`config.mk`:
```
export PLATFORM = sky130hd
export DESIGN_NAME = md5_stream_hasher_flat
export DESIGN_NICKNAME = d
export VERILOG_FILES = /design/src/rtl/core/md5_pkg.sv /design/src/rtl/core/md5_chan_if.sv /design/src/rtl/core/md5_round.sv /design/src/rtl/core/md5_stream_hasher.sv /design/src/flat_wrapper.sv
export VERILOG_INCLUDE_DIRS = /design/src /design/src/rtl/core
export SDC_FILE = /design/constraint.sdc
export NUM_CORES = 2
export LEC_CHECK = 0
export BUFFER_PORTS_ARGS = -buffer_cell sky130_fd_sc_hd__buf_2
export CORE_MARGIN = 8
export CORE_UTILIZATION = 35
export DETAILED_ROUTE_END_ITERATION = 10
export PLACE_DENSITY = 0.49
export SLEW_MARGIN = 20
export SYNTH_ARGS = -nofsm -noshare
export SYNTH_HDL_FRONTEND = slang
export SYNTH_SLANG_ARGS = --single-unit
```
`constraint.sdc`:
```
create_clock -name clock -period 10.15 [get_ports clock]
set_input_delay 1.015 -clock clock [delete_from_list [all_inputs] [get_ports clock]]
set_output_delay 1.015 -clock clock [all_outputs]
set_load 0.1 [all_outputs]
```
`src/rtl/core/assert_macros.svh`:
```
// Assertion macros shared by the MD5 stream hasher RTL.
// No dependencies; included by files that carry concurrent assertions.
`ifndef ASSERT_MACROS_SVH
`define ASSERT_MACROS_SVH

// Property that must hold at every clock edge outside reset.
`define ASSERT_HOLDS(label, clk, rst, prop, msg) \
   label: assert property (@(posedge clk) disable iff (rst) (prop)) else $error(msg);

// Consequent must hold in the cycle after the antecedent.
`define ASSERT_NEXT(label, clk, rst, ante, cons, msg) \
   label: assert property (@(posedge clk) disable iff (rst) (ante) |=> (cons)) else $error(msg);

`endif

```
`src/rtl/core/md5_pkg.sv`:
```
// Types, constants and round tables for the MD5 stream hasher.
// No dependencies; used by the channel interfaces, md5_round and the top level.
package md5_pkg;

   typedef enum logic [2:0] {
      ST_IDLE,
      ST_PAD,
      ST_LOAD,
      ST_ROUND,
      ST_FOLD,
      ST_EMIT
   } md5_state_type;

   typedef struct packed {
      logic [31:0] a;
      logic [31:0] b;
      logic [31:0] c;
      logic [31:0] d;
   } abcd_type;

   localparam logic REQ_APPEND = 1'b0;
   localparam logic REQ_FINISH = 1'b1;

   localparam int BUF_WORDS = 16;

   localparam logic [5:0] LEN_POS  = 6'd56;
   localparam logic [5:0] LAST_POS = 6'd63;
   localparam logic [1:0] LAST_IDX = 2'd3;
   localparam logic [7:0] PAD_MARK = 8'h80;

   localparam abcd_type CHAIN_INIT = '{
      a: 32'h67452301,
      b: 32'hefcdab89,
      c: 32'h98badcfe,
      d: 32'h10325476
   };

   localparam logic [31:0] ROUND_CONST [64] = '{
      32'hd76aa478, 32'he8c7b756, 32'h242070db, 32'hc1bdceee,
      32'hf57c0faf, 32'h4787c62a, 32'ha8304613, 32'hfd469501,
      32'h698098d8, 32'h8b44f7af, 32'hffff5bb1, 32'h895cd7be,
      32'h6b901122, 32'hfd987193, 32'ha679438e, 32'h49b40821,
      32'hf61e2562, 32'hc040b340, 32'h265e5a51, 32'he9b6c7aa,
      32'hd62f105d, 32'h02441453, 32'hd8a1e681, 32'he7d3fbc8,
      32'h21e1cde6, 32'hc33707d6, 32'hf4d50d87, 32'h455a14ed,
      32'ha9e3e905, 32'hfcefa3f8, 32'h676f02d9, 32'h8d2a4c8a,
      32'hfffa3942, 32'h8771f681, 32'h6d9d6122, 32'hfde5380c,
      32'ha4beea44, 32'h4bdecfa9, 32'hf6bb4b60, 32'hbebfbc70,
      32'h289b7ec6, 32'heaa127fa, 32'hd4ef3085, 32'h04881d05,
      32'hd9d4d039, 32'he6db99e5, 32'h1fa27cf8, 32'hc4ac5665,
      32'hf4292244, 32'h432aff97, 32'hab9423a7, 32'hfc93a039,
      32'h655b59c3, 32'h8f0ccc92, 32'hffeff47d, 32'h85845dd1,
      32'h6fa87e4f, 32'hfe2ce6e0, 32'ha3014314, 32'h4e0811a1,
      32'hf7537e82, 32'hbd3af235, 32'h2ad7d2bb, 32'heb86d391
   };

   // rotate amount per quarter, indexed by round bits [5:4] then [1:0]
   localparam logic [4:0] SHIFT_TAB [4][4] = '{
      '{5'd7, 5'd12, 5'd17, 5'd22},
      '{5'd5, 5'd9,  5'd14, 5'd20},
      '{5'd4, 5'd11, 5'd16, 5'd23},
      '{5'd6, 5'd10, 5'd15, 5'd21}
   };

   // message word used by a round
   function automatic logic [3:0] msg_index(input logic [5:0] rnd);
      logic [7:0] r8;
      logic [7:0] k8;
      r8 = {2'b00, rnd};
      unique case (rnd[5:4])
         2'd0: k8 = r8;
         2'd1: k8 = r8 * 8'd5 + 8'd1;
         2'd2: k8 = r8 * 8'd3 + 8'd5;
         2'd3: k8 = r8 * 8'd7;
      endcase
      return k8[3:0];
   endfunction

endpackage

```
`src/rtl/core/md5_chan_if.sv`:
```
// Valid/ready channel interfaces for the MD5 stream hasher.
// Depends on md5_pkg.
interface md5_req_if;
   import md5_pkg::*;
   logic       valid;
   logic       ready;
   logic       req_type;
   logic [7:0] data_byte;

   modport source (output valid, output req_type, output data_byte, input ready);
   modport sink   (input valid, input req_type, input data_byte, output ready);
endinterface

interface md5_rsp_if;
   import md5_pkg::*;
   logic        valid;
   logic        ready;
   logic [31:0] digest_word;
   logic [1:0]  word_index;
   logic        last_word;
   logic [63:0] message_bytes;

   modport source (output valid, output digest_word, output word_index,
                   output last_word, output message_bytes, input ready);
   modport sink   (input valid, input digest_word, input word_index,
                   input last_word, input message_bytes, output ready);
endinterface

```
`src/rtl/core/md5_round.sv`:
```
// One MD5 round: boolean function, four-way add, rotate, and word shuffle.
// Depends on md5_pkg for the round tables and the working-word struct.
module md5_round (
   input  logic [5:0]         rnd,
   input  md5_pkg::abcd_type  work,
   input  logic [31:0]        msg_word,
   output md5_pkg::abcd_type  work_next
);
   import md5_pkg::*;

   logic [31:0] f_val;
   logic [31:0] sum;
   logic [63:0] rot_wide;
   logic [4:0]  shift;

   always_comb begin
      unique case (rnd[5:4])
         2'd0: f_val = (work.b & work.c) | (~work.b & work.d);
         2'd1: f_val = (work.d & work.b) | (~work.d & work.c);
         2'd2: f_val = work.b ^ work.c ^ work.d;
         2'd3: f_val = work.c ^ (work.b | ~work.d);
      endcase
   end

   assign shift    = SHIFT_TAB[rnd[5:4]][rnd[1:0]];
   assign sum      = work.a + f_val + ROUND_CONST[rnd] + msg_word;
   // left rotate: upper half of the doubled word shifted left
   assign rot_wide = {sum, sum} << shift;

   assign work_next.a = work.d;
   assign work_next.b = work.b + rot_wide[63:32];
   assign work_next.c = work.b;
   assign work_next.d = work.c;

endmodule

```
`src/rtl/core/md5_stream_hasher.sv`:
```
// MD5 stream hasher: append byte and finish transactions in, four digest words out.
// Append: byte stored in the block buffer; a block-filling byte starts compression.
// Finish: pad and compress, plus a length-only block when fill >= 56, then four
// result transactions. One item at a time; the single-port round loop sets it.
// Reset is synchronous, active high: chaining words to the IV, counts cleared;
// the block buffer memory is not cleared.
`include "assert_macros.svh"

module md5_stream_hasher (
   input logic     clock,
   input logic     reset,
   md5_req_if.sink   req_ch,
   md5_rsp_if.source rsp_ch
);
   import md5_pkg::*;

   md5_state_type state_ff, state_in;

   logic [5:0]  fill_ff, fill_in;
   logic [63:0] count_ff, count_in;
   abcd_type    chain_ff, chain_in;
   abcd_type    work_ff, work_in;
   abcd_type    round_out;
   logic [5:0]  rnd_ff, rnd_in;
   logic [5:0]  pad_pos_ff, pad_pos_in;
   logic        fin_ff, fin_in;
   logic        pad2_ff, pad2_in;
   logic        len_here_ff, len_here_in;
   logic        mark_ff, mark_in;
   logic [1:0]  idx_ff, idx_in;

   logic [3:0][7:0] buf_mem [BUF_WORDS];
   logic [31:0] rd_data_ff;
   logic [3:0]  rd_addr;
   logic        wr_en;
   logic [5:0]  wr_pos;
   logic [7:0]  wr_byte;
   logic [63:0] bit_len;
   logic        req_acc;
   logic        rsp_acc;

   assign req_acc = req_ch.valid && req_ch.ready;
   assign rsp_acc = rsp_ch.valid && rsp_ch.ready;
   assign bit_len = {count_ff[60:0], 3'b000};

   md5_round u_round (
      .rnd       (rnd_ff),
      .work      (work_ff),
      .msg_word  (rd_data_ff),
      .work_next (round_out)
   );

   // next state
   always_comb begin
      state_in = state_ff;
      unique case (state_ff)
         ST_IDLE: begin
            if (req_acc) begin
               if (req_ch.req_type == REQ_FINISH) begin
                  state_in = ST_PAD;
               end else if (fill_ff == LAST_POS) begin
                  state_in = ST_LOAD;
               end
            end
         end
         ST_PAD: begin
            if (pad_pos_ff == LAST_POS) begin
               state_in = ST_LOAD;
            end
         end
         ST_LOAD: begin
            state_in = ST_ROUND;
         end
         ST_ROUND: begin
            if (rnd_ff == LAST_POS) begin
               state_in = ST_FOLD;
            end
         end
         ST_FOLD: begin
            if (!fin_ff) begin
               state_in = ST_IDLE;
            end else if (pad2_ff) begin
               state_in = ST_PAD;
            end else begin
               state_in = ST_EMIT;
            end
         end
         ST_EMIT: begin
            if (rsp_acc && idx_ff == LAST_IDX) begin
               state_in = ST_IDLE;
            end
         end
         default: state_in = ST_IDLE;
      endcase
   end

   // handshake and memory port controls
   always_comb begin
      req_ch.ready = (state_ff == ST_IDLE);
      rsp_ch.valid = (state_ff == ST_EMIT);
      wr_en        = (req_acc && req_ch.req_type == REQ_APPEND) || (state_ff == ST_PAD);
      if (state_ff == ST_PAD) begin
         wr_pos = pad_pos_ff;
         if (mark_ff) begin
            wr_byte = PAD_MARK;
         end else if (len_here_ff && pad_pos_ff >= LEN_POS) begin
            wr_byte = bit_len[{pad_pos_ff[2:0], 3'b000} +: 8];
         end else begin
            wr_byte = 8'h00;
         end
      end else begin
         wr_pos  = fill_ff;
         wr_byte = req_ch.data_byte;
      end
      // prefetch the word for the next round
      if (state_ff == ST_LOAD) begin
         rd_addr = msg_index(6'd0);
      end else begin
         rd_addr = msg_index(rnd_ff + 6'd1);
      end
   end

   always_comb begin
      rsp_ch.word_index    = idx_ff;
      rsp_ch.last_word     = (idx_ff == LAST_IDX);
      rsp_ch.message_bytes = count_ff;
      unique case (idx_ff)
         2'd0: rsp_ch.digest_word = chain_ff.a;
         2'd1: rsp_ch.digest_word = chain_ff.b;
         2'd2: rsp_ch.digest_word = chain_ff.c;
         2'd3: rsp_ch.digest_word = chain_ff.d;
      endcase
   end

   // datapath next values
   always_comb begin
      fill_in     = fill_ff;
      count_in    = count_ff;
      chain_in    = chain_ff;
      work_in     = work_ff;
      rnd_in      = rnd_ff;
      pad_pos_in  = pad_pos_ff;
      fin_in      = fin_ff;
      pad2_in     = pad2_ff;
      len_here_in = len_here_ff;
      mark_in     = mark_ff;
      idx_in      = idx_ff;
      unique case (state_ff)
         ST_IDLE: begin
            if (req_acc) begin
               if (req_ch.req_type == REQ_APPEND) begin
                  fill_in  = fill_ff + 6'd1;
                  count_in = count_ff + 64'd1;
               end else begin
                  fin_in      = 1'b1;
                  pad_pos_in  = fill_ff;
                  mark_in     = 1'b1;
                  pad2_in     = (fill_ff >= LEN_POS);
                  len_here_in = (fill_ff < LEN_POS);
               end
            end
         end
         ST_PAD: begin
            mark_in    = 1'b0;
            pad_pos_in = pad_pos_ff + 6'd1;
         end
         ST_LOAD: begin
            work_in = chain_ff;
            rnd_in  = 6'd0;
         end
         ST_ROUND: begin
            work_in = round_out;
            rnd_in  = rnd_ff + 6'd1;
         end
         ST_FOLD: begin
            chain_in.a = chain_ff.a + work_ff.a;
            chain_in.b = chain_ff.b + work_ff.b;
            chain_in.c = chain_ff.c + work_ff.c;
            chain_in.d = chain_ff.d + work_ff.d;
            // length-only block still to go
            if (fin_ff && pad2_ff) begin
               pad2_in     = 1'b0;
               pad_pos_in  = 6'd0;
               len_here_in = 1'b1;
            end
         end
         ST_EMIT: begin
            if (rsp_acc) begin
               idx_in = idx_ff + 2'd1;
               if (idx_ff == LAST_IDX) begin
                  chain_in = CHAIN_INIT;
                  fill_in  = 6'd0;
                  count_in = 64'd0;
                  fin_in   = 1'b0;
               end
            end
         end
         default: begin
         end
      endcase
   end

   always_ff @(posedge clock) begin
      if (reset) begin
         state_ff    <= ST_IDLE;
         fill_ff     <= 6'd0;
         count_ff    <= 64'd0;
         chain_ff    <= CHAIN_INIT;
         rnd_ff      <= 6'd0;
         pad_pos_ff  <= 6'd0;
         fin_ff      <= 1'b0;
         pad2_ff     <= 1'b0;
         len_here_ff <= 1'b0;
         mark_ff     <= 1'b0;
         idx_ff      <= 2'd0;
      end else begin
         state_ff    <= state_in;
         fill_ff     <= fill_in;
         count_ff    <= count_in;
         chain_ff    <= chain_in;
         rnd_ff      <= rnd_in;
         pad_pos_ff  <= pad_pos_in;
         fin_ff      <= fin_in;
         pad2_ff     <= pad2_in;
         len_here_ff <= len_here_in;
         mark_ff     <= mark_in;
         idx_ff      <= idx_in;
      end
   end

   always_ff @(posedge clock) begin
      work_ff <= work_in;
   end

   // block buffer: byte-lane writes, registered word reads
   always_ff @(posedge clock) begin
      if (wr_en) begin
         buf_mem[wr_pos[5:2]][wr_pos[1:0]] <= wr_byte;
      end
      rd_data_ff <= buf_mem[rd_addr];
   end

   `ASSERT_HOLDS(a_no_write_in_compress, clock, reset, !(wr_en && (state_ff == ST_LOAD || state_ff == ST_ROUND)), "buffer written during compression")
   `ASSERT_HOLDS(a_fill_tracks_count, clock, reset, fill_ff == count_ff[5:0], "fill count out of step with byte count")
   `ASSERT_HOLDS(a_emit_final_block, clock, reset, (state_ff != ST_EMIT) || (fin_ff && !pad2_ff), "digest out before final block")
   `ASSERT_NEXT(a_restart_after_digest, clock, reset, rsp_acc && rsp_ch.last_word, count_ff == 64'd0 && chain_ff == CHAIN_INIT && state_ff == ST_IDLE, "no restart after digest")

endmodule
```
`src/flat_wrapper.sv`:
```
// flat-port wrapper written by rule: the top's interface ports become plain ports
module md5_stream_hasher_flat import md5_pkg::*;
  (clock, reset, req_ch_valid, req_ch_req_type, req_ch_data_byte, req_ch_ready, rsp_ch_valid, rsp_ch_digest_word, rsp_ch_word_index, rsp_ch_last_word, rsp_ch_message_bytes, rsp_ch_ready);
  md5_req_if req_ch_i ();
  md5_rsp_if rsp_ch_i ();
  input logic clock;
  input logic reset;
  input wire logic [$bits(req_ch_i.valid)-1:0] req_ch_valid;
  input wire logic [$bits(req_ch_i.req_type)-1:0] req_ch_req_type;
  input wire logic [$bits(req_ch_i.data_byte)-1:0] req_ch_data_byte;
  output wire logic [$bits(req_ch_i.ready)-1:0] req_ch_ready;
  output wire logic [$bits(rsp_ch_i.valid)-1:0] rsp_ch_valid;
  output wire logic [$bits(rsp_ch_i.digest_word)-1:0] rsp_ch_digest_word;
  output wire logic [$bits(rsp_ch_i.word_index)-1:0] rsp_ch_word_index;
  output wire logic [$bits(rsp_ch_i.last_word)-1:0] rsp_ch_last_word;
  output wire logic [$bits(rsp_ch_i.message_bytes)-1:0] rsp_ch_message_bytes;
  input wire logic [$bits(rsp_ch_i.ready)-1:0] rsp_ch_ready;
  assign req_ch_i.valid = req_ch_valid;
  assign req_ch_i.req_type = req_ch_req_type;
  assign req_ch_i.data_byte = req_ch_data_byte;
  assign req_ch_ready = req_ch_i.ready;
  assign rsp_ch_valid = rsp_ch_i.valid;
  assign rsp_ch_digest_word = rsp_ch_i.digest_word;
  assign rsp_ch_word_index = rsp_ch_i.word_index;
  assign rsp_ch_last_word = rsp_ch_i.last_word;
  assign rsp_ch_message_bytes = rsp_ch_i.message_bytes;
  assign rsp_ch_i.ready = rsp_ch_ready;
  md5_stream_hasher u_core (.clock(clock), .reset(reset), .req_ch(req_ch_i), .rsp_ch(rsp_ch_i));
endmodule
```
==> reports/results.ini <==
[clock_network]
insertion_delay_ns=0.75
clk_path_buf_depth=3
cts_buffers=98
cts.sinks=891
cts_hold_buf=0
cts_tree=done
h-tree-depth=3
clk_transition_reported_paths_ns=0.06
cts-root-buf=clkbuf_16

[synthesis]
synth_top_area_frac=0.3491
ys_async_sr_fraction=0
synth-seq-cells=891
syn_area_sq_um=55060
yosysSeqAreaShare=0.4403
synth_ff_type=edfxtp_1
syn_avg_cell_area_sq_um=9.388
synth_edf_count=640
synth_cells=5865
synth_fp_nets=6171
synth.yosys.warnings=0
synth_top_area_cell=edfxtp_1
synth.most_common_cell=nand2_1
synth_commonest_cells=849 x nand2_1, 640 x edfxtp_1, 408 x nor2_1
synth.distinct_cells=98
yosys-top-cells-area=edfxtp_1 35%, dfxtp_1 9.1%, nand2_1 5.8%

[floorplan]
fp.dieH_um=412.6
die_area_sq_um=170300
row_count=145
coreArea_sq_um=156200
initial_core_util=0.3525
ios=114
chipWidth_um=412.6

[timing]
period_minus_slack_ns=9.594
min_period_over_period=0.9452
drv_slew=0
max-slew-margin-rel=0.2702
rsz0062_at_grt=no
setup_tns_ns=0
worst_pin_slew_ns=1.087
finalSetupViolations=0
clock_skew_ns=0.04727
hold_violations=0
max_clock_freq_mhz=104.2

[grt]
grt_pass1_wl_um=289100
grt_max_degree=169
antenna_found_initial=6
overflow=0
grt_pass1_vias=43380
grt_use_total=0.2208

[power_and_ir_drop]
irDropWorstVdd_v=0.0004689
p_leak_nw=22.98
power_density_nw_per_um2=395.3

[critical_path]
slowest_delay_ns=0.54
cp-end-kind=flip-flop
crit_slowest_cell=a2111oi_1
crit_top_cell=o21ai_1
critPathMaxFanout=21
critPathArrivalTime_ns=10.05
required_ns=10.61
cp-start-kind=flip-flop
critPathKind=reg -> reg

[drt]
wl_per_cell_um=24.49
route.detailed.drc=0
drtIter0Drc=4977
vias_per_cell=5.746
drtAntennaViolNets=0
drt_pass1_iterations=7
vias=45900
routed_wl_um=195600

[layout]
final-seq-area_sq_um=24250
fillerInstances=15480
area_delta_synth_final_pct=11.89
multi_input_area_sq_um=28460
nets=6149
post-route-util=0.3944
drive_gt1_frac=0.09632

[placed_design]
port_buffers=113
dp_hpwl_um=134800
globalplace.congestion=0.9587

[status]
status=finished, final reports clean

[flow_run]
cap_violations=0

[min_path]
min_path_type=reg -> reg

routing by layer:
metal	wire, um	track usage	vias to the layer above
met5	27	0	-
met4	6278	0.06562	4
met3	12970	0.03277	304
met2	89050	0.3568	1758
met1	87310	0.3063	22440
li1	-	-	21390
per-stage QoR:
step           std cells  worst slack (ns)  power [mW]  area (sq um)  hold WS [ns]
2_1_floorplan       5865             1.176       15.81         55060        0.4486
3_3_place_gp        7800            0.3142       20.55         58180        0.4681
3_5_place_dp        7800            0.3067       20.46         58180        0.4690
4_1_cts             7985            0.2980       24.31         61520        0.4784
5_1_grt             7987           0.03105       26.12         61600        0.4887
6_report            7989            0.5558       24.35         61600        0.4822
layout by cell type (no fill, tap or decap), types with 112 or more instances in the layout:
master / count
xnor2_1: 182
a211oi_1: 200
mux2i_1: 151
dfxtp_1: 247
a21oi_1: 385
buf_2: 112
a31oi_1: 143
edfxtp_1: 640
buf_4: 152
ha_1: 218
inv_1: 277
nand2_1: 846
and2_1: 150
o21ai_0: 346
nor2_1: 405
what timing repair did:
item,4_1_cts,5_1_grt
setup buffers,0,1
resized for setup,0,11
setup endpoints to repair,0,10
power breakdown:
part / internal (mW) / switching [mW] / total [mW]
combinational: 6.12 / 9.67 / 15.8
sequential: 4.40 / 0.407 / 4.81
clock: 2.12 / 1.63 / 3.75
state kept, by name (all words and copies together) (netlist names), 6 cells and up:
name / count
u_core.work_ff: 128
u_core.pad_pos_ff: 6
u_core.buf_mem: 512
u_core.fill_ff: 6
u_core.rd_data_ff: 32
u_core.rsp_ch.message_bytes: 64
u_core.chain_ff: 128
u_core.rnd_ff: 6
final timing paths:
path	startpoint	end	slack, ns	depth (start not counted)
min reg2reg	u_core.chain_ff[110]	u_core.chain_ff[110]	0.48	2
max	u_core.rnd_ff[1]	u_core.work_ff[94]	0.56	38
min	u_core.chain_ff[110]	u_core.chain_ff[110]	0.48	2
max reg2reg	u_core.rnd_ff[1]	u_core.work_ff[94]	0.56	38
final cells by class:
class                   count  area share
clock buffers             131     0.04381
clock inverters            54     0.01050
inverters                 288     0.01775
diodes                      3   0.0001219
repair buffers            273     0.03041
flip-flops and latches    891      0.3937
well taps                2058     0.04180
multi-input cells        4291      0.4619
kinds of logic (layout without fill, tap and decap cells):
logic type | after synthesis | after routing | share of synthesized area
mux | 195 | 195 | 0.04038
simple gates | 1806 | 1806 | 0.1463
compound gates | 1712 | 1712 | 0.2034
xor+xnor | 285 | 285 | 0.04602
fa+ha+maj | 293 | 293 | 0.07586
buf+inv | 683 | 746 | 0.04770
flops | 891 | 891 | 0.4403
other cells | 0 | 3 | 0
critical path, delay by kind of cell (launching register included):
| kind | cells | cell delay [ns] |
|---|---|---|
| AOI/OAI and AO/OA | 20 | 4.57 |
| muxes | 2 | 0.56 |
| DFF | 1 | 0.37 |
| buffers and inverters | 4 | 0.68 |
| and+or+nand+nor | 4 | 0.54 |
| adders and majority gates | 6 | 2.21 |
| xor gates and xnor gates | 2 | 0.34 |
Power figures use the tool's default switching activity.
